`config.mk`:
```
export PLATFORM = sky130hd
export DESIGN_NAME = bracket_token_to_z80_translator
export DESIGN_NICKNAME = d
export VERILOG_FILES = /design/src/rtl/b2z_pkg.sv /design/src/rtl/b2z_decode.sv /design/src/rtl/b2z_stack.sv /design/src/rtl/b2z_exec.sv /design/src/rtl/b2z_outbuf.sv /design/src/rtl/bracket_token_to_z80_translator.sv
export SDC_FILE = /design/constraint.sdc
export NUM_CORES = 2
export LEC_CHECK = 0
export CORE_ASPECT_RATIO = 1.25
export CORE_UTILIZATION = 58
export DETAILED_ROUTE_END_ITERATION = 10
export DONT_BUFFER_PORTS = 1
export PLACE_DENSITY = 0.76
export SYNTH_ARGS = -nofsm -noshare
export SYNTH_HDL_FRONTEND = slang
export SYNTH_HIERARCHICAL = 1
export SYNTH_SLANG_ARGS = --single-unit
```
`constraint.sdc`:
```
create_clock -name clk -period 6.3 [get_ports clk]
set_clock_uncertainty 0.05 [all_clocks]
set_input_delay 1.26 -clock clk [delete_from_list [all_inputs] [get_ports clk]]
set_output_delay 1.26 -clock clk [all_outputs]
set_load 0.02 [all_outputs]
```
`src/rtl/b2z_pkg.sv`:
```
// ----------------------------------------------------------------------------
// b2z_pkg: shared types and constants of the bracket token translator
// Token classes, status codes, register indexes, opcodes and the result
// bundle that travels from the execute stage to the output buffer.
// ----------------------------------------------------------------------------
package b2z_pkg;

  // Widths fixed by the result fields.
  localparam int ADDR_W = 12;
  localparam int SIZE_W = 13;
  localparam int MAX_BEATS = 4;

  // Token classes, in decode priority order.
  typedef enum logic [2:0] {
    CLS_NONE,
    CLS_ADD,
    CLS_SUB,
    CLS_RIGHT,
    CLS_LEFT,
    CLS_OPEN,
    CLS_CLOSE,
    CLS_PRINT
  } cls_t;

  // Result status codes.
  typedef enum logic [2:0] {
    ST_OK        = 3'd0,
    ST_OVERFLOW  = 3'd1,
    ST_UNMATCHED = 3'd2,
    ST_RANGE     = 3'd3,
    ST_FULL      = 3'd4
  } status_t;

  // Configuration register indexes.
  localparam logic [2:0] REG_ALT_ADD   = 3'd0;
  localparam logic [2:0] REG_ALT_SUB   = 3'd1;
  localparam logic [2:0] REG_ALT_RIGHT = 3'd2;
  localparam logic [2:0] REG_ALT_LEFT  = 3'd3;
  localparam logic [2:0] REG_ALT_OPEN  = 3'd4;
  localparam logic [2:0] REG_ALT_CLOSE = 3'd5;
  localparam logic [2:0] REG_ALT_PRINT = 3'd6;
  localparam logic [2:0] REG_START     = 3'd7;

  // Register reset values.
  localparam logic [7:0] ALT_ADD_RST   = 8'd112;
  localparam logic [7:0] ALT_SUB_RST   = 8'd113;
  localparam logic [7:0] ALT_RIGHT_RST = 8'd108;
  localparam logic [7:0] ALT_LEFT_RST  = 8'd107;
  localparam logic [7:0] ALT_OPEN_RST  = 8'd6;
  localparam logic [7:0] ALT_CLOSE_RST = 8'd7;
  localparam logic [7:0] ALT_PRINT_RST = 8'd58;
  localparam logic [7:0] START_RST     = 8'd5;

  // ASCII source characters.
  localparam logic [7:0] CH_PLUS  = 8'h2B;
  localparam logic [7:0] CH_MINUS = 8'h2D;
  localparam logic [7:0] CH_GT    = 8'h3E;
  localparam logic [7:0] CH_LT    = 8'h3C;
  localparam logic [7:0] CH_OPEN  = 8'h5B;
  localparam logic [7:0] CH_CLOSE = 8'h5D;
  localparam logic [7:0] CH_DOT   = 8'h2E;

  // Z80 opcodes.
  localparam logic [7:0] OP_INC_AT  = 8'h34;
  localparam logic [7:0] OP_DEC_AT  = 8'h35;
  localparam logic [7:0] OP_INC_PTR = 8'h23;
  localparam logic [7:0] OP_DEC_PTR = 8'h2B;
  localparam logic [7:0] OP_LOAD_A  = 8'h7E;
  localparam logic [7:0] OP_OR_A    = 8'hB7;
  localparam logic [7:0] OP_JR_Z    = 8'h28;
  localparam logic [7:0] OP_JR      = 8'h18;
  localparam logic [7:0] OP_BCALL   = 8'hEF;
  localparam logic [7:0] OP_PUTC_LO = 8'h04;
  localparam logic [7:0] OP_PUTC_HI = 8'h45;
  localparam logic [7:0] OP_RET     = 8'hC9;

  // Alternate token codes.
  typedef struct packed {
    logic [7:0] add_c;
    logic [7:0] sub_c;
    logic [7:0] right_c;
    logic [7:0] left_c;
    logic [7:0] open_c;
    logic [7:0] close_c;
    logic [7:0] print_c;
  } alt_codes_t;

  // Bracket stack commands.
  typedef struct packed {
    logic clear;
    logic push;
    logic pop;
  } stk_cmd_t;

  // All results of one item; cnt of zero means no result.
  typedef struct packed {
    logic [2:0]                            cnt;
    logic [MAX_BEATS-1:0][ADDR_W-1:0]      addr;
    logic [MAX_BEATS-1:0][7:0]             data;
    status_t                               status;
    logic [SIZE_W-1:0]                     size;
  } bundle_t;

endpackage

```
`src/rtl/b2z_decode.sv`:
```
// ----------------------------------------------------------------------------
// b2z_decode: token classifier
// Maps a token byte to its class, taking the ASCII character or the
// programmable alternate code, with plus first and dot last in priority.
// ----------------------------------------------------------------------------
module b2z_decode
  import b2z_pkg::*;
(
  input  logic [7:0] token,
  input  alt_codes_t alt,
  output cls_t       cls
);

  // Priority compare against both codes of each class.
  always_comb begin
    if (token == CH_PLUS || token == alt.add_c) begin
      cls = CLS_ADD;
    end else if (token == CH_MINUS || token == alt.sub_c) begin
      cls = CLS_SUB;
    end else if (token == CH_GT || token == alt.right_c) begin
      cls = CLS_RIGHT;
    end else if (token == CH_LT || token == alt.left_c) begin
      cls = CLS_LEFT;
    end else if (token == CH_OPEN || token == alt.open_c) begin
      cls = CLS_OPEN;
    end else if (token == CH_CLOSE || token == alt.close_c) begin
      cls = CLS_CLOSE;
    end else if (token == CH_DOT || token == alt.print_c) begin
      cls = CLS_PRINT;
    end else begin
      cls = CLS_NONE;
    end
  end

endmodule

```
`src/rtl/b2z_stack.sv`:
```
// ----------------------------------------------------------------------------
// b2z_stack: bracket address stack
// Entries live in a memory with a registered read port. The top two entries
// are also held in registers, and the entry below them is prefetched every
// cycle, so a push or a pop can follow in the very next cycle.
// ----------------------------------------------------------------------------
module b2z_stack
  import b2z_pkg::*;
#(
  parameter int DEPTH = 64,
  parameter int DW    = 13,
  localparam int TW   = $clog2(DEPTH + 1),
  localparam int IW   = $clog2(DEPTH)
) (
  input  logic          clk,
  input  logic          rst_n,
  input  stk_cmd_t      cmd,
  input  logic [DW-1:0] din,
  output logic [TW-1:0] top,
  output logic [DW-1:0] tos
);

  logic [DW-1:0] mem [DEPTH];
  logic [TW-1:0] top_r, top_nxt;
  logic [TW-1:0] rd_ptr;
  logic [DW-1:0] tos_r, nos_r, rd_r;

  // Entry count update; clear wins over push and pop.
  always_comb begin
    top_nxt = top_r;
    if (cmd.clear) begin
      top_nxt = '0;
    end else if (cmd.push) begin
      top_nxt = top_r + TW'(1);
    end else if (cmd.pop) begin
      top_nxt = top_r - TW'(1);
    end
  end

  // The third entry from the new top is read for the next pop.
  assign rd_ptr = top_nxt - TW'(3);

  always_ff @(posedge clk) begin
    if (!rst_n) begin
      top_r <= '0;
    end else begin
      top_r <= top_nxt;
    end
  end

  // Memory write on push, registered prefetch read.
  always_ff @(posedge clk) begin
    if (cmd.push && !cmd.clear) begin
      mem[top_r[IW-1:0]] <= din;
    end
    rd_r <= mem[rd_ptr[IW-1:0]];
  end

  // Cached top and next entries.
  always_ff @(posedge clk) begin
    if (cmd.push && !cmd.clear) begin
      tos_r <= din;
      nos_r <= tos_r;
    end else if (cmd.pop && !cmd.clear) begin
      tos_r <= nos_r;
      nos_r <= rd_r;
    end
  end

  assign top = top_r;
  assign tos = tos_r;

endmodule

```
`src/rtl/b2z_exec.sv`:
```
// ----------------------------------------------------------------------------
// b2z_exec: execute stage of the translator
// Holds the write pointer and the error state, checks room, stack and jump
// range for the registered item and builds all of its results at once.
// ----------------------------------------------------------------------------
module b2z_exec
  import b2z_pkg::*;
#(
  parameter int PROG_BYTES  = 4096,
  parameter int STACK_DEPTH = 64,
  localparam int PW = $clog2(PROG_BYTES + 1),
  localparam int TW = $clog2(STACK_DEPTH + 1)
) (
  input  logic          clk,
  input  logic          rst_n,
  input  logic          fire,
  input  logic          mode,
  input  cls_t          cls,
  input  logic [7:0]    start_offset,
  input  logic          cfg_restart,
  input  logic [7:0]    cfg_offset,
  input  logic [TW-1:0] stk_top,
  input  logic [PW-1:0] stk_tos,
  output stk_cmd_t      stk_cmd,
  output logic [PW-1:0] push_data,
  output bundle_t       bundle
);

  localparam logic [PW:0] LIMIT = (PW + 1)'(PROG_BYTES);

  logic [PW-1:0]     wp_r, wp_nxt;
  logic              err_r, err_nxt;
  status_t           ferr_r, ferr_nxt;
  logic [PW:0]       wp_ext;
  logic [ADDR_W-1:0] wp_a;
  logic              fit1, fit2, fit4;
  logic [PW-1:0]     jmp_dist;
  logic [7:0]        d8;
  logic              range_bad, stk_empty, stk_full;
  logic              fail;
  status_t           fail_code;
  stk_cmd_t          cmd;

  // Room, stack and jump range checks.
  assign wp_ext    = {1'b0, wp_r};
  assign wp_a      = ADDR_W'(wp_r);
  assign fit1      = (wp_ext + (PW + 1)'(1)) <= LIMIT;
  assign fit2      = (wp_ext + (PW + 1)'(2)) <= LIMIT;
  assign fit4      = (wp_ext + (PW + 1)'(4)) <= LIMIT;
  assign jmp_dist  = wp_r - stk_tos;
  assign d8        = jmp_dist[7:0];
  assign range_bad = ({1'b0, jmp_dist} + (PW + 1)'(2)) > (PW + 1)'(128);
  assign stk_empty = (stk_top == '0);
  assign stk_full  = (stk_top >= TW'(STACK_DEPTH));

  // Result bundle and next state for the current item.
  always_comb begin
    bundle    = '0;
    wp_nxt    = wp_r;
    err_nxt   = err_r;
    ferr_nxt  = ferr_r;
    cmd       = '0;
    fail      = 1'b0;
    fail_code = ST_OK;
    for (int i = 0; i < MAX_BEATS; i++) begin
      bundle.addr[i] = wp_a + ADDR_W'(i);
    end
    if (mode) begin
      // Finish: return byte, the pending error or a full status, then restart.
      bundle.cnt = 3'd1;
      if (err_r) begin
        bundle.status = ferr_r;
      end else if (!fit1) begin
        bundle.status = ST_FULL;
      end else begin
        bundle.data[0] = OP_RET;
        bundle.size    = SIZE_W'(wp_ext + (PW + 1)'(1));
      end
      wp_nxt    = PW'(start_offset);
      err_nxt   = 1'b0;
      ferr_nxt  = ST_OK;
      cmd.clear = 1'b1;
    end else if (!err_r) begin
      case (cls)
        CLS_ADD, CLS_SUB, CLS_RIGHT, CLS_LEFT: begin
          if (!fit1) begin
            fail      = 1'b1;
            fail_code = ST_FULL;
          end else begin
            bundle.cnt = 3'd1;
            case (cls)
              CLS_ADD:   bundle.data[0] = OP_INC_AT;
              CLS_SUB:   bundle.data[0] = OP_DEC_AT;
              CLS_RIGHT: bundle.data[0] = OP_INC_PTR;
              default:   bundle.data[0] = OP_DEC_PTR;
            endcase
            wp_nxt = wp_r + PW'(1);
          end
        end
        CLS_OPEN: begin
          if (stk_full) begin
            fail      = 1'b1;
            fail_code = ST_OVERFLOW;
          end else if (!fit4) begin
            fail      = 1'b1;
            fail_code = ST_FULL;
          end else begin
            bundle.cnt     = 3'd4;
            bundle.data[0] = OP_LOAD_A;
            bundle.data[1] = OP_OR_A;
            bundle.data[2] = OP_JR_Z;
            bundle.data[3] = 8'h00;
            cmd.push       = 1'b1;
            wp_nxt         = wp_r + PW'(4);
          end
        end
        CLS_CLOSE: begin
          if (stk_empty) begin
            fail      = 1'b1;
            fail_code = ST_UNMATCHED;
          end else if (!fit2) begin
            fail      = 1'b1;
            fail_code = ST_FULL;
          end else if (range_bad) begin
            fail      = 1'b1;
            fail_code = ST_RANGE;
          end else begin
            // Backward jump, then patch of the forward offset.
            bundle.cnt     = 3'd3;
            bundle.data[0] = OP_JR;
            bundle.data[1] = 8'd0 - (d8 + 8'd2);
            bundle.addr[2] = ADDR_W'(stk_tos) + ADDR_W'(3);
            bundle.data[2] = d8 - 8'd2;
            cmd.pop        = 1'b1;
            wp_nxt         = wp_r + PW'(2);
          end
        end
        CLS_PRINT: begin
          if (!fit4) begin
            fail      = 1'b1;
            fail_code = ST_FULL;
          end else begin
            bundle.cnt     = 3'd4;
            bundle.data[0] = OP_LOAD_A;
            bundle.data[1] = OP_BCALL;
            bundle.data[2] = OP_PUTC_LO;
            bundle.data[3] = OP_PUTC_HI;
            wp_nxt         = wp_r + PW'(4);
          end
        end
        default: begin
        end
      endcase
      // An error gives one non-write result and locks out tokens.
      if (fail) begin
        bundle.cnt     = 3'd1;
        bundle.addr[0] = wp_a;
        bundle.data    = '0;
        bundle.status  = fail_code;
        err_nxt        = 1'b1;
        ferr_nxt       = fail_code;
      end
    end
  end

  // Stack commands only when an item executes; a start write clears.
  always_comb begin
    stk_cmd       = fire ? cmd : '0;
    stk_cmd.clear = (fire && cmd.clear) || cfg_restart;
  end

  assign push_data = wp_r;

  always_ff @(posedge clk) begin
    if (!rst_n) begin
      wp_r   <= PW'(START_RST);
      err_r  <= 1'b0;
      ferr_r <= ST_OK;
    end else if (cfg_restart) begin
      wp_r   <= PW'(cfg_offset);
      err_r  <= 1'b0;
      ferr_r <= ST_OK;
    end else if (fire) begin
      wp_r   <= wp_nxt;
      err_r  <= err_nxt;
      ferr_r <= ferr_nxt;
    end
  end

endmodule

```
`src/rtl/b2z_outbuf.sv`:
```
// ----------------------------------------------------------------------------
// b2z_outbuf: result serializer
// Holds one item's results, handing them out one per cycle while out_stall
// is low; it takes the next bundle in the cycle its last result leaves.
// ----------------------------------------------------------------------------
module b2z_outbuf
  import b2z_pkg::*;
(
  input  logic              clk,
  input  logic              rst_n,
  input  logic              load,
  input  bundle_t           bnd_in,
  output logic              free,
  output logic              out_valid,
  input  logic              out_stall,
  output logic [ADDR_W-1:0] out_address,
  output logic [7:0]        out_byte,
  output logic              out_last,
  output logic [2:0]        out_status,
  output logic [SIZE_W-1:0] out_program_size
);

  logic    vld_r, vld_nxt;
  logic [1:0] k_r, k_nxt;
  bundle_t bnd_r;
  logic    leave, is_last, take;

  assign leave   = vld_r && !out_stall;
  assign is_last = (k_r == 2'(bnd_r.cnt - 3'd1));
  assign free    = !vld_r || (leave && is_last);
  assign take    = load && (bnd_in.cnt != 3'd0);

  // Beat counter and occupancy.
  always_comb begin
    vld_nxt = vld_r;
    k_nxt   = k_r;
    if (leave) begin
      if (is_last) begin
        vld_nxt = 1'b0;
      end else begin
        k_nxt = k_r + 2'd1;
      end
    end
    if (take) begin
      vld_nxt = 1'b1;
      k_nxt   = '0;
    end
  end

  always_ff @(posedge clk) begin
    if (!rst_n) begin
      vld_r <= 1'b0;
      k_r   <= '0;
    end else begin
      vld_r <= vld_nxt;
      k_r   <= k_nxt;
    end
  end

  always_ff @(posedge clk) begin
    if (take) begin
      bnd_r <= bnd_in;
    end
  end

  // Current beat.
  assign out_valid        = vld_r;
  assign out_address      = bnd_r.addr[k_r];
  assign out_byte         = bnd_r.data[k_r];
  assign out_last         = is_last;
  assign out_status       = bnd_r.status;
  assign out_program_size = bnd_r.size;

endmodule

```
`src/rtl/bracket_token_to_z80_translator.sv`:
```
// ----------------------------------------------------------------------------
// bracket_token_to_z80_translator: bracket token to Z80 code translator
// Turns source tokens into (address, byte) writes of Z80 machine code,
// matching brackets on an address stack and patching forward jumps.
//
//   Channel  Handshake              Payload
//   in       in_valid / in_stall    in_mode, in_token
//   out      out_valid / out_stall  out_address, out_byte, out_last,
//                                   out_status, out_program_size
//   cfg      psel/penable/pwrite    paddr, pwdata, prdata (pready tied high)
//
// An item is registered when accepted and executed once the output buffer is
// free; its results load into that buffer, which sends one result per cycle
// while out_stall is low. An item causes 1 to 4 results, or none; the buffer
// takes the next item's results in the cycle its last result leaves.
// The first result is driven from the output buffer's registers.
// Reset (rst_n low at a clock edge) loads the register defaults, empties
// the stack and sets the write pointer to the start offset.
// out_stall holds the current result; the input keeps one item waiting and
// raises in_stall only while that item cannot move into the output buffer.
// ----------------------------------------------------------------------------
module bracket_token_to_z80_translator
  import b2z_pkg::*;
#(
  parameter int PROG_BYTES  = 4096,
  parameter int STACK_DEPTH = 64
) (
  input  logic              clk,
  input  logic              rst_n,
  // Source items
  input  logic              in_valid,
  output logic              in_stall,
  input  logic              in_mode,
  input  logic [7:0]        in_token,
  // Code writes
  output logic              out_valid,
  input  logic              out_stall,
  output logic [ADDR_W-1:0] out_address,
  output logic [7:0]        out_byte,
  output logic              out_last,
  output logic [2:0]        out_status,
  output logic [SIZE_W-1:0] out_program_size,
  // Configuration
  input  logic              psel,
  input  logic              penable,
  input  logic              pwrite,
  input  logic [4:0]        paddr,
  input  logic [31:0]       pwdata,
  output logic [31:0]       prdata,
  output logic              pready
);

  localparam int PW = $clog2(PROG_BYTES + 1);
  localparam int TW = $clog2(STACK_DEPTH + 1);

  alt_codes_t    alt_r;
  logic [7:0]    start_r;
  logic          cfg_wr;
  logic [2:0]    cfg_idx;
  logic          in_vld_r;
  logic          mode_r;
  logic [7:0]    token_r;
  logic          fire, ob_free;
  cls_t          cls;
  stk_cmd_t      stk_cmd;
  logic [PW-1:0] push_data, stk_tos;
  logic [TW-1:0] stk_top;
  bundle_t       bundle;

  // Configuration registers.
  assign pready  = 1'b1;
  assign cfg_idx = paddr[4:2];
  assign cfg_wr  = psel && penable && pwrite && pready;

  always_ff @(posedge clk) begin
    if (!rst_n) begin
      alt_r.add_c   <= ALT_ADD_RST;
      alt_r.sub_c   <= ALT_SUB_RST;
      alt_r.right_c <= ALT_RIGHT_RST;
      alt_r.left_c  <= ALT_LEFT_RST;
      alt_r.open_c  <= ALT_OPEN_RST;
      alt_r.close_c <= ALT_CLOSE_RST;
      alt_r.print_c <= ALT_PRINT_RST;
      start_r       <= START_RST;
    end else if (cfg_wr) begin
      case (cfg_idx)
        REG_ALT_ADD:   alt_r.add_c   <= pwdata[7:0];
        REG_ALT_SUB:   alt_r.sub_c   <= pwdata[7:0];
        REG_ALT_RIGHT: alt_r.right_c <= pwdata[7:0];
        REG_ALT_LEFT:  alt_r.left_c  <= pwdata[7:0];
        REG_ALT_OPEN:  alt_r.open_c  <= pwdata[7:0];
        REG_ALT_CLOSE: alt_r.close_c <= pwdata[7:0];
        REG_ALT_PRINT: alt_r.print_c <= pwdata[7:0];
        REG_START:     start_r       <= pwdata[7:0];
        default: begin
        end
      endcase
    end
  end

  // Register read back.
  always_comb begin
    case (cfg_idx)
      REG_ALT_ADD:   prdata = {24'd0, alt_r.add_c};
      REG_ALT_SUB:   prdata = {24'd0, alt_r.sub_c};
      REG_ALT_RIGHT: prdata = {24'd0, alt_r.right_c};
      REG_ALT_LEFT:  prdata = {24'd0, alt_r.left_c};
      REG_ALT_OPEN:  prdata = {24'd0, alt_r.open_c};
      REG_ALT_CLOSE: prdata = {24'd0, alt_r.close_c};
      REG_ALT_PRINT: prdata = {24'd0, alt_r.print_c};
      REG_START:     prdata = {24'd0, start_r};
      default:       prdata = '0;
    endcase
  end

  // Input register; the item executes when the output buffer can take it.
  assign fire     = in_vld_r && ob_free;
  assign in_stall = in_vld_r && !ob_free;

  always_ff @(posedge clk) begin
    if (!rst_n) begin
      in_vld_r <= 1'b0;
    end else if (!in_stall) begin
      in_vld_r <= in_valid;
    end
  end

  always_ff @(posedge clk) begin
    if (in_valid && !in_stall) begin
      mode_r  <= in_mode;
      token_r <= in_token;
    end
  end

  b2z_decode u_decode (
    .token (token_r),
    .alt   (alt_r),
    .cls   (cls)
  );

  b2z_stack #(
    .DEPTH (STACK_DEPTH),
    .DW    (PW)
  ) u_stack (
    .clk   (clk),
    .rst_n (rst_n),
    .cmd   (stk_cmd),
    .din   (push_data),
    .top   (stk_top),
    .tos   (stk_tos)
  );

  b2z_exec #(
    .PROG_BYTES  (PROG_BYTES),
    .STACK_DEPTH (STACK_DEPTH)
  ) u_exec (
    .clk          (clk),
    .rst_n        (rst_n),
    .fire         (fire),
    .mode         (mode_r),
    .cls          (cls),
    .start_offset (start_r),
    .cfg_restart  (cfg_wr && (cfg_idx == REG_START)),
    .cfg_offset   (pwdata[7:0]),
    .stk_top      (stk_top),
    .stk_tos      (stk_tos),
    .stk_cmd      (stk_cmd),
    .push_data    (push_data),
    .bundle       (bundle)
  );

  b2z_outbuf u_outbuf (
    .clk              (clk),
    .rst_n            (rst_n),
    .load             (fire),
    .bnd_in           (bundle),
    .free             (ob_free),
    .out_valid        (out_valid),
    .out_stall        (out_stall),
    .out_address      (out_address),
    .out_byte         (out_byte),
    .out_last         (out_last),
    .out_status       (out_status),
    .out_program_size (out_program_size)
  );

  // An error result is always the only result of its item.
  a_err_last : assert property (@(posedge clk) disable iff (!rst_n)
    (out_valid && (out_status != ST_OK)) |-> out_last)
    else $error("error result not marked last");

  // A program size comes only with the return byte of a finish.
  a_size_ret : assert property (@(posedge clk) disable iff (!rst_n)
    (out_valid && (out_program_size != '0)) |-> (out_last && (out_byte == OP_RET)))
    else $error("program size outside finish result");

  // The bracket stack never holds more than its depth.
  a_stk_depth : assert property (@(posedge clk) disable iff (!rst_n)
    stk_top <= TW'(STACK_DEPTH))
    else $error("bracket stack overfilled");

endmodule

```
; ---- After elaboration in Yosys (flattened, before gate mapping)
; Memory sizes are Yosys's and may differ from the RTL's. A register that Yosys moved wholly into a read port is not among the register bits.
; Cells that the tools add are included.
[totals]
ram_bits = 832
ff_bits = 225
out_inout_bits = 72
memories = 1
[classes]
bitwise_logic = 4
n_lt_le_gt_ge = 6
n_reduce_logical = 54
eq_ne = 41
n_mux = 101
add_sub_neg = 20
[mem_list]
columns = name, depth, width, rd, rd_ports_with_merged_regs, write_ports, line_no
row1 = u_stack.mem, 64, 13, 1, 1, 1, b2z_stack.sv:23  ; logic [DW-1:0] mem [DEPTH];
[ops]
columns = op, n
row1 = case mux 32 bit (8 select lines), 1
row2 = 2-to-1 mux 13 bit, 12
row3 = 2-to-1 mux 12 bit, 7
row4 = 2-to-1 mux 24 bit, 3
row5 = 2-to-1 mux 35 bit, 2
row6 = 2-to-1 mux 3 bit, 23
row7 = == test 8 bit, 7
row8 = case mux 13 bit (4 select lines), 1
row9 = case mux 16 bit (3 select lines), 1
row10 = "less-or-equal comparator 14 x 13 -> 1 bit, second input constant", 3
row11 = "== test 8 x 6 -> 1 bit, second input constant", 5
row12 = 2-to-1 mux 8 bit, 5
row13 = "adder 12 x 2 -> 12 bit, second input constant", 3
row14 = 2-to-1 mux 32 bit, 1
row15 = case mux 8 bit (4 select lines), 1
row16 = 2-to-1 mux 31 bit, 1
row17 = "adder 13 x 2 -> 14 bit, second input constant", 2
row18 = 2-to-1 mux 1 bit, 25
row19 = binary-select mux 12 bit (select 2 bit), 1
row20 = "== test 3 bit, second input constant", 8
row21 = case mux 3 bit (4 select lines), 2
row22 = 2-to-1 mux 22 bit, 1
row23 = 2-to-1 mux 7 bit, 3
row24 = AND reduction 2 bit, 10
row25 = 49 further kinds, 98

; ---- Longest topological paths before layout
[depth]
ltp_word = 21
mapped_depth = 32
mapped_depth_nobuf = 22

; ---- Hierarchy
; Netlist, hierarchy kept.
[modules_own_cells]
columns = mod, cells_per_inst, instances, area_per_inst_um2
row1 = b2z_stack, 1679, 1, 34334.2
row2 = b2z_exec, 674, 1, 4504.3
row3 = b2z_outbuf, 164, 1, 3756.1
row4 = bracket_token_to_z80_translator, 402, 1, 3547.2
row5 = b2z_decode, 105, 1, 910.9

; ---- Worst setup path after synthesis
; Ideal clock, no wire load.
[synth_timing]
path_kind = reg-to-reg
start = register u_exec.wp_r[1] (netlist: u_exec/push_data[1])
end = register u_stack.rd_r[10] (read register of u_stack.mem)
arrival_time_ns = 6.393
stages_incl_launch_ff = 31
slack_ns = -0.284
period_less_slack_ns = 6.584
n_path_buf = 10
setup_ns = 0.142
path_cell_list = dfxtp_1 > clkbuf_1 > inv_1 > fa_1 > nor2b_4 > o2111ai_1 > nand4b_2 > xor2_4 > nand2_1 > nor4b_4 > mux2i_1 > and4b_1 > buf_4 > and3_1 > buf_6 > o21ai_1 > or3b_1 > clkbuf_1 > buf_6 > buf_4 > buf_2 > inv_1 > ha_1 > clkbuf_1 > clkbuf_1 > clkbuf_1 > mux4_2 > a211oi_1 > a31oi_1 > mux2i_1 > mux2i_1
[synth_rtl]
columns = element, line_no
row1 = "start, declared", b2z_exec.sv:31  ; logic [PW-1:0] wp_r, wp_nxt;
row2 = "start signal, assigned", b2z_exec.sv:176  ; wp_r <= PW'(START_RST);
row3 = "start signal, assigned", b2z_exec.sv:180  ; wp_r <= PW'(cfg_offset);
row4 = "start signal, assigned", b2z_exec.sv:184  ; wp_r <= wp_nxt;
row5 = "end, declared", b2z_stack.sv:26  ; logic [DW-1:0] tos_r, nos_r, rd_r;

==> results summary <==
The final cycle utilization of the critical path came out at a little over nine tenths. The number of flops mapped to enable cells by yosys is just under 1000. Row generation in the floorplan step produced 116 rows. The startpoint-to-endpoint class of the critical path is reg -> reg. The clock latency on the worst-skew pair is between 600 and 700 ps. The endpoint type of the worst setup path is a register. The time the final worst path needs with I/O delays and setup is between 6000 and 7000 ps. The total count of max-transition violations in the final report is 0. The most instantiated library cell after synthesis is sky130_fd_sc_hd__edfxtp_1. The fraction of registers with async set or reset after synthesis is 0%. The combinational cell fraction of total power came out at 2.6%.

The total power of the final layout came out at around 14 mW. Walking the worst path, the cells encountered are and3b_1, and4bb_1, a22oi_4, buf_4, nand2_1, a311oi_2, buf_4, and2_0, and2_1, nand2_1, nor4_2, buf_4, nor3_1, or3b_4, inv_1, ha_4, or3b_1, nand2_4, buf_4, buf_4, nand2_1, a31oi_1, mux2i_1, mux2i_1. The pin count of the biggest net entering global routing came out at 91. The effective utilization at floorplan came out at between 50% and 60%. On the critical path, the stage with the largest delay is an instance of sky130_fd_sc_hd__edfxtp_1. The internal power is about 11 mW.

The total wire length came out at ~110 mm. The launching element type of the critical path is a register. The area share of the largest cell type after synthesis is a little over 60%. The arrival time of data at the critical path endpoint came out at around 6700 ps. The clock input transition at the sequential cells of the worst setup and hold paths came out at 60 ps.

The number of vias in the routed layout came out at approximately 27000. In this run the critical register-to-register path is captured at u_stack/rd_r[8]. For this run, the top clock speed supported by timing is between 0.15 and 0.2 GHz.

Sorting the synthesized cells by how often they occur yields sky130_fd_sc_hd__edfxtp_1, sky130_fd_sc_hd__nand2_1, sky130_fd_sc_hd__mux4_2. Compared with the post-synthesis result, the final layout area differs by 12.2%. The clock net sink count is approximately 1100. The switching part of the total power is ~20%. The number of max-capacitance violations reported came out at 0.

The count of buffers from port buffering is 0. The actual slew at the worst max-slew pin came out at about 1100 ps. VDD sags by at most 211 uV.

The max-slew headroom at the worst pin came out at a little under a quarter. Summed over all failing endpoints, the final setup total negative slack is 0 ps. In this run the register-to-register setup slack is ~130 ps.

The proportion of layout cells with a drive suffix above 1 came out at 24.0%. The clock tree from TritonCTS is built. For the worst flop-to-flop path, the logic depth is 24. The post-detailed-route wirelength per cell came out at 26.8 um. Setup repair after global routing left no endpoint under its margin.

Yosys printed 6 warnings. The via density per instance came out at roughly 6.3. The number of nets at the end of the flow is 3236.

Following the worst setup path forward leads to its endpoint at u_stack/rd_r[8]. The wire-length estimate of the detail-placed layout is about 75 mm. A synthesized cell averages ~16 um^2. The area of the die came out at 82300 um^2.

For this run, the leading register cell type out of synthesis is sky130_fd_sc_hd__edfxtp_1. The startpoint identified for the worst register-to-register timing path is token_r[3]. The depth of the CTS H-tree came out at 3. The total power per unit cell area came out at 267 nW/um^2. The core outline area came out at 80100 um^2. The via count of the first global-routing pass is between 20000 and 30000. The tree is rooted in a sky130_fd_sc_hd__clkbuf_16. The wire length of the first global-routing pass came out at roughly 170 mm. After synthesis, the cell types taking the most area are sky130_fd_sc_hd__edfxtp_1, sky130_fd_sc_hd__mux4_2, sky130_fd_sc_hd__dfxtp_1, sky130_fd_sc_hd__nand2_1, sky130_fd_sc_hd__mux2i_1.

The flow ran to the end, and the final reports show no timing, DRC or antenna violations. Summed over all instances, the cell type with the most area after synthesis is sky130_fd_sc_hd__edfxtp_1. The total global routing overflow is 0. The number of iterations in the first detailed-routing pass came out at 6. Fill cells in the final layout number between 5000 and 6000.

The synthesized cell area came out at between 40000 and 50000 um^2. The number of clock buffers inserted by TritonCTS came out at 99. The cell repeated most along the worst path is sky130_fd_sc_hd__buf_4. The net switching power of the design is roughly 2.9 mW. The start point of the critical path is token_r[3]. The number of antenna violations at the first check in global routing came out at 0. The die is roughly 320 um tall.

In this run, the number of DRC markers left after iteration 0 of detailed routing was approximately 2900. The flop and latch count out of synthesis is ~1100. The sequential share of the synthesized area came out at 66.1%.

The launch instance of the worst min-delay path is u_exec/ferr_r[1]. The highest cell delay on the worst timing path is ~630 ps. The detail route stage leaves a number of antenna-violating nets equal to 0.

The floorplan step set the die width to between 200 and 300 um. The repair_antennas step left the layout with diodes totalling 0. The tightest min-delay check is of the reg -> reg type.

The final routed DRC violation total came out at 0. The number of distinct library cells after synthesis came out at 112. The analysis attributes to cell leakage a power of roughly 18 nW. The clock network fraction of total power came out at a little over two fifths. The number of standard cells after synthesis came out at 3024. Counting along the longest clock path gives a buffer depth of 3. The final weighted congestion of routability-driven global placement came out at around 0.98. Of the total power, registers draw 55.0%. The required time of the worst setup path is between 6000 and 7000 ps.

The worst-path maximum fanout is 14. The count of boundary I/O pins is between 100 and 150. The final count of hold timing violations came out at 0.

Setup violations remaining at the end of the flow were counted as 0. The global-route total usage across every layer came out at approximately 28%.
-- repair_timing --
action,CTS,global route
hold endpoints to repair,0,0
endpoints found under the setup margin,1,13
resized for setup,1,12
setup buffers,0,9
hold buffers,0,0
-- kinds of logic after synthesis --
kind of cell               synth area share [%]
buffers and inverters                      3.62
and+or+nand+nor                            7.86
DFF                                        66.1
xor gates and xnor gates                   2.65
muxes                                      13.2
other                                    0.0239
AOI/OAI and AO/OA                          5.88
adders and majority gates                 0.761
-- power by group through the flow --
| stage | Clock (mW) | Combinational, mW | Sequential [mW] |
|---|---|---|---|
| final | 5.97 | 0.371 | 7.74 |
| after global routing | 6.31 | 0.397 | 7.74 |
| after CTS | 6.05 | 0.361 | 7.74 |
| after detailed placement | 0 | 0.358 | 7.90 |
| after global placement | 0 | 0.346 | 7.89 |
| after floorplan | 0 | 0.306 | 7.88 |
-- placed cells by master, fill, tap and decap left out, types with 33 or more instances in the layout --
cell type	Yosys	layout
sky130_fd_sc_hd__a211oi_1	56	53
sky130_fd_sc_hd__a21oi_1	55	55
sky130_fd_sc_hd__a31oi_1	65	62
sky130_fd_sc_hd__and3_1	66	65
sky130_fd_sc_hd__buf_4	75	239
sky130_fd_sc_hd__clkbuf_16	0	104
sky130_fd_sc_hd__dfxtp_1	105	92
sky130_fd_sc_hd__edfxtp_1	965	965
sky130_fd_sc_hd__inv_1	45	45
sky130_fd_sc_hd__mux2_2	33	33
sky130_fd_sc_hd__mux2i_1	67	65
sky130_fd_sc_hd__mux4_2	228	228
sky130_fd_sc_hd__nand2_1	253	252
sky130_fd_sc_hd__nand3_1	64	64
sky130_fd_sc_hd__nor2_1	174	173
sky130_fd_sc_hd__o21ai_0	69	69
sky130_fd_sc_hd__xnor2_1	66	64
sky130_fd_sc_hd__xor2_1	66	66
-- critical path, delay by kind of cell, from the launching register on --
family	cells	cell delay, ps
buffers and inverters	6	1280
flip-flops	1	630
AND/OR/NAND/NOR	12	2710
multiplexers	2	350
adder cells (fa/ha/maj)	1	150
AO/OA/AOI/OAI	3	880
-- state kept, by name, summed over array words and instances, names as in the netlist, 13 cells and up --
register	count
alt_r	56
u_exec/push_data	13
u_outbuf/bnd_r	82
u_outbuf/out_program_size	13
u_stack/mem	832
u_stack/nos_r	13
u_stack/rd_r	13
u_stack/tos	13
-- how the worst min path moves through the flow --
stage	end	cells past startpoint	slack, ps
floorplan	u_outbuf/bnd_r[54]	0	400
global placement	u_exec/ferr_r[1]	2	410
detailed placement	u_exec/ferr_r[1]	2	430
CTS	u_exec/ferr_r[1]	2	440
global route	u_exec/ferr_r[1]	2	470
finish	u_exec/ferr_r[1]	2	450
-- metal layers --
metal  routed length (um)  track usage [%]  vias up
li1                     -                -    11900
met1                42300             34.8    13900
met2                59500             48.8     1258
met3                 7210             3.67      258
met4                 5930             14.4        0
met5                    0                0        -
-- stage by stage --
step	utilization (%)	hold slack, ps	cells	setup slack (ps)	cell area (um^2)
2_1_floorplan	-	402	3051	42.4	47200
3_3_place_gp	61.7	415	4107	82.7	49400
3_5_place_dp	61.7	433	4107	17.9	49400
4_1_cts	65.7	442	4286	1.65	52700
5_1_grt	65.9	472	4295	18.9	52800
6_report	65.9	452	4295	128	52800
-- layout make-up --
type / instances / area, um^2 / area share [%]
Sequential cell: 1070 / 31100 / 59.0
Inverter: 46 / 173 / 0.327
Timing Repair Buffer: 270 / 2410 / 4.56
Tap cell: 1062 / 1330 / 2.52
Multi-Input combinational cell: 1668 / 14500 / 27.5
Clock buffer: 136 / 2790 / 5.29
Clock inverter: 43 / 443 / 0.839
Note: power is estimated with default switching activity, not from simulation.
